--- src/kic_pkg.sv ---
// Shared types, constants and codes of the k-gram candidate index block.
`timescale 1ns / 1ps

package kic_pkg;

    // Defaults for the top level parameters.
    localparam int MAX_GRAM_DEF    = 8;
    localparam int MAX_IDS_DEF     = 64;
    localparam int TABLE_DEPTH_DEF = 256;

    // Fixed field widths.
    localparam int CFG_W    = 4;
    localparam int ID_W     = 7;
    localparam int BITMAP_W = 64;
    localparam int APB_DW   = 32;
    localparam int APB_AW   = 3;

    localparam logic [CFG_W-1:0] GRAM_LEN_RESET = 4'd3;

    // Register index taken from the word address.
    localparam logic REG_GRAM_LENGTH = 1'b0;

    // Input commands.
    localparam logic [1:0] CMD_INDEX  = 2'd0;
    localparam logic [1:0] CMD_QUERY  = 2'd1;
    localparam logic [1:0] CMD_CLEAR  = 2'd2;
    localparam logic [1:0] CMD_UNUSED = 2'd3;

    // Result kinds.
    localparam logic KIND_INDEX = 1'b0;
    localparam logic KIND_QUERY = 1'b1;

    typedef enum logic [1:0] {
        ST_IDLE,
        ST_SEARCH,
        ST_EMIT
    } t_kic_state;

    // Commands from the controller to the datapath.
    typedef struct packed {
        logic clear;   // wipe counters, window and flags
        logic load;    // take a character transaction
        logic search;  // step the table scan
        logic apply;   // update the table or the union with the scan outcome
        logic emit;    // load the result register
    } t_kic_cmd;

    // Status from the datapath to the controller.
    typedef struct packed {
        logic item_clear;
        logic item_skip;
        logic item_search;
        logic item_ends;
        logic search_done;
        logic out_free;
    } t_kic_sts;

endpackage

--- src/kic_ctrl.sv ---
// Controller state machine of the k-gram candidate index block.
`timescale 1ns / 1ps

module kic_ctrl (
    input  logic              i_clk,
    input  logic              i_rst_n,
    input  logic              i_in_valid,
    input  kic_pkg::t_kic_sts i_sts,
    output kic_pkg::t_kic_cmd o_cmd,
    output logic              o_in_stall
);

    kic_pkg::t_kic_state r_state, n_state;
    logic                r_ends, n_ends;

    always_ff @(posedge i_clk) begin
        if (!i_rst_n) begin
            r_state <= kic_pkg::ST_IDLE;
            r_ends  <= 1'b0;
        end else begin
            r_state <= n_state;
            r_ends  <= n_ends;
        end
    end

    always_comb begin
        n_state    = r_state;
        n_ends     = r_ends;
        o_cmd      = '0;
        o_in_stall = 1'b1;
        case (r_state)
            kic_pkg::ST_IDLE: begin
                o_in_stall = 1'b0;
                if (i_in_valid) begin
                    if (i_sts.item_clear) begin
                        o_cmd.clear = 1'b1;
                    end else if (!i_sts.item_skip) begin
                        o_cmd.load = 1'b1;
                        n_ends     = i_sts.item_ends;
                        if (i_sts.item_search) begin
                            n_state = kic_pkg::ST_SEARCH;
                        end else if (i_sts.item_ends) begin
                            n_state = kic_pkg::ST_EMIT;
                        end
                    end
                end
            end
            kic_pkg::ST_SEARCH: begin
                o_cmd.search = 1'b1;
                if (i_sts.search_done) begin
                    o_cmd.apply = 1'b1;
                    n_state     = r_ends ? kic_pkg::ST_EMIT : kic_pkg::ST_IDLE;
                end
            end
            kic_pkg::ST_EMIT: begin
                if (i_sts.out_free) begin
                    o_cmd.emit = 1'b1;
                    n_state    = kic_pkg::ST_IDLE;
                end
            end
            default: begin
                n_state = kic_pkg::ST_IDLE;
            end
        endcase
    end

endmodule

--- config.mk ---
export PLATFORM = sky130hd
export DESIGN_NAME = kic_ctrl
export DESIGN_NICKNAME = d
export VERILOG_FILES = /design/src/kic_pkg.sv /design/src/kic_ctrl.sv
export SDC_FILE = /design/constraint.sdc
export NUM_CORES = 1
export LEC_CHECK = 0
export ABC_CLOCK_PERIOD_IN_PS = 2100
export BUFFER_PORTS_ARGS = -buffer_cell sky130_fd_sc_hd__buf_2
export CORE_AREA = 2 2 39 41
export DETAILED_ROUTE_END_ITERATION = 12
export DIE_AREA = 0 0 41 43
export SYNTH_ARGS = -nofsm -noshare
export SYNTH_HDL_FRONTEND = slang
export SYNTH_SLANG_ARGS = --single-unit
--- constraint.sdc ---
create_clock -name i_clk -period 2.1 [get_ports i_clk]
set_input_delay 0.21 -clock i_clk [delete_from_list [all_inputs] [get_ports i_clk]]
set_output_delay 0.21 -clock i_clk [all_outputs]
set_load 0.005 [all_outputs]
* Word level (Yosys, flattened, before mapping)
Index checks and enable logic that the tools add are counted.
Widths: inputs -> output; s select.
** Storage, ports and cells
- Bits in registers :: 3
- Input port bits :: 9
- Output and inout bits :: 6
- Logic and storage cells :: 34
** Cells by class
- Equal/unequal tests :: 8
- Muxes and demuxes :: 19
- Bitwise logic cells :: 2
- Reduce and logical (&&, ||, !) cells :: 3
** Operators by type and width (count)
- $mux 2 :: 11
- $ne 2x2->1 const B :: 5
- $mux 1 :: 7
- $pmux 2 s3 :: 1
- $reduce_and 6->1 :: 1
- $reduce_and 4->1 :: 1
- $ne 3x3->1 const B :: 1
- $eq 2x1->1 const B :: 1
- $eq 2x2->1 const B :: 1
- $logic_not 2->1 :: 1
- $not 1->1 :: 2

* Logic depth before layout (Yosys ltp)
- Word-level depth :: 6
- Gate-level depth with buffers :: 3

* Worst setup path after synthesis
No wires, ideal clock.
- Path kind :: register to output
- Start point :: register r_state[1]
- End point :: output o_cmd[3] (netlist name)
- Data arrival time :: 0.923 ns
- Required time :: 1.890 ns
- Slack :: 0.967 ns
- Cell stages (with the launch flop) :: 3
- Path through :: dfxtp_1 or3b_1 nor3_1
** RTL lines
- start, declared :: RTL line kic_ctrl.sv:13 : kic_pkg::t_kic_state r_state, n_state;
- start signal, assigned :: RTL line kic_ctrl.sv:18 : r_state <= kic_pkg::ST_IDLE;
- start signal, assigned :: RTL line kic_ctrl.sv:21 : r_state <= n_state;
- end, declared :: RTL line kic_ctrl.sv:9 : output kic_pkg::t_kic_cmd o_cmd,

==> results.ini <==
[yosys]
synth.avg_cell_area_um2=8.527
synth_enable_flop_cells=0
synth_largest_area_cell=dfxtp_1
synthTopCellsByArea=dfxtp_1, nor3_1, and2_1
synth_sequential_area_ratio_pct=26.09
synth_commonest_cells=dfxtp_1, nor3_1, a21oi_1, and2_1
synth.top_cell.area_share_pct=26.09
synth.ff_latch_count=3
synth.lib_cells_used.distinct=21
yosysWarnings=0
async_reset_ff_share_pct=0
synth_ff_type=dfxtp_1
synth_nets=36
synth_cells=27
syn_area_um2=230.2

[hold_path]
worst_hold_path_cells=2
min-delay-path-class=input port to register
hold_path.startpoint=i_rst_n

[floorplan]
fp.dieArea_mm2=0.001763
start_util_pct=16.64
ios=15
rows=14
dieWidth_um=41
die_height_um=43
floorplan_core_area_mm2=0.001384

[worst_setup_path]
crit_slowest_cell=or3b_1
cp-startpoint=r_state[1]
reg2reg_slack_ps=900
r2r-start=r_state[1]
critical-path-max-stage-delay_ps=450
reg2regPathDepth=3
path_max_fanout=8
crit_path_cell_trace=or3b_1 -> nor3_1 -> buf_2
startpoint_type=register
worst-endpoint-required_ps=1890
critical_path_arrival_ps=1320
endpoint_kind=primary output
critical_path.top_delay_family=simple AND/OR/NAND/NOR gates
crit_type=register to primary output
worst-path-stages=3
timing.critical_path.buf_inv=1

[timing]
period_minus_slack_ps=1529
clock-skew-final_ps=4.402
timing.max_slew.rel_slack_pct=82.99
timing_max_transition_violations_final=0
rsz0062_at_grt=no
setup_viol=0
hold_ws_ps=230.6
final-hold-violation-count=0
maxClockFrequency_mhz=653.8
period_share_pct=72.83
worst-slew-pin-transition_ps=254.7
final.setup.tns_ps=0

[power_and_ir_drop]
switching_share_pct=26.17
power_mw=0.2052
seq_power_share_pct=31.1
irDropWorstVdd_v=0.0002047
power_frac_clock_pct=50.5
internal_power_mw=0.1515
comb_power_share_pct=18.4
power.density_mw_per_mm2=592.1
leakage_nw=0.1666
power_switching_mw=0.05370

[cts]
post_cts_hold_buffer_count=0
cts_max_path_buffers=2
h_tree_levels=1
tritoncts.num_buffers=3
cts_root_buffer=clkbuf_4
clock_tree_from_tritoncts=built
cts.sinks=3
cts_setup_buffers=0
insertion_delay_ps=240
resized_after_cts=0
clkSlewWorstSetupHoldPaths_ps=40

[placement]
placed_cells_incl_taps=57
input_output_buffers=14
gpl.final_weighted_congestion=0.8406

[global_route]
grtUsageTotal_pct=7.916
grt_max_degree=9
first_global_vias=209
grt_antenna_before_repair=0
first_pass_grt_wire_length_um=876
overflow=0

[route]
wl_um=600
final_antenna_net_count=0
drtIter0Drc=7
drc=0
detailroute.via_count=268
via_per_inst=4.393
drtPass1Iterations=4
wire_per_inst_um=9.836

[finish]
num-fill-cells=151
areaGrowthSynthToFinish_pct=50.54
layout-drive-gt1-share_pct=44.44
finish.cell_count_without_fillers=61
ff_latch_area_um2=60.06
antenna_cells_inserted=0
multi_input_area_um2=166.4
nets=55

[job]
max_cap_viol_count=0

[status]
outcome=completed

[kinds of logic (layout without fill, tap and decap cells)]
kind of cell | Yosys count | after routing | share of synthesized area (%)
AOI/OAI and AO/OA | 7 | 7 | 25.55
DFF | 3 | 3 | 26.09
buffers and inverters | 1 | 19 | 1.629
and+or+nand+nor | 16 | 16 | 46.74
[area by class of cell]
class                   count  share of cell area (%)
inverters                   1                   1.083
multi-input cells          23                   48.01
well taps                  16                   5.776
repair buffers             14                   20.22
flip-flops and latches      3                   17.33
clock buffers               4                   7.581
[cells in the final DEF (no fill, tap or decap), types with 2 or more instances in the layout]
| master | netlist | layout |
|---|---|---|
| buf_2 | 0 | 14 |
| clkbuf_4 | 0 | 3 |
| dfxtp_1 | 3 | 3 |
| nor3_1 | 3 | 3 |
| a21oi_1 | 2 | 2 |
| and2_1 | 2 | 2 |
[metrics by stage]
stage	cell area, um2	worst slack [ps]	utilization [%]
after global placement	320.3	843.2	23.15
after floorplan	230.2	966.9	-
after CTS	346.6	555.7	25.05
after detailed placement	320.3	822.8	23.15
final	346.6	570.6	25.05
after global routing	346.6	508.8	25.05
[power by group through the flow]
stage	clock [mW]	combinational (mW)	sequential [mW]
2_1_floorplan	0	0.0194	0.0636
3_3_place_gp	0	0.0375	0.0643
3_5_place_dp	0	0.0377	0.0647
4_1_cts	0.109	0.0379	0.0637
5_1_grt	0.115	0.0426	0.0643
6_report	0.104	0.0378	0.0637
[worst paths after layout]
| path | endpoint |
|---|---|
| min | r_state[1] |
| max | o_cmd[3] |
| max reg2reg | r_ends |
| min reg2reg | r_ends |
[routing by layer]
metal | vias to the layer above | GRT usage, % | routed length, um
met5 | - | 0 | 0
met4 | 0 | 8.000 | 19
met3 | 2 | 3.665 | 54
met2 | 12 | 8.438 | 226
met1 | 117 | 10.54 | 301
li1 | 137 | - | -
[sequential cells by signal, indices dropped and copies added (netlist names)]
name,count
r_state,2
r_ends,1
Power figures use the tool's default switching activity.
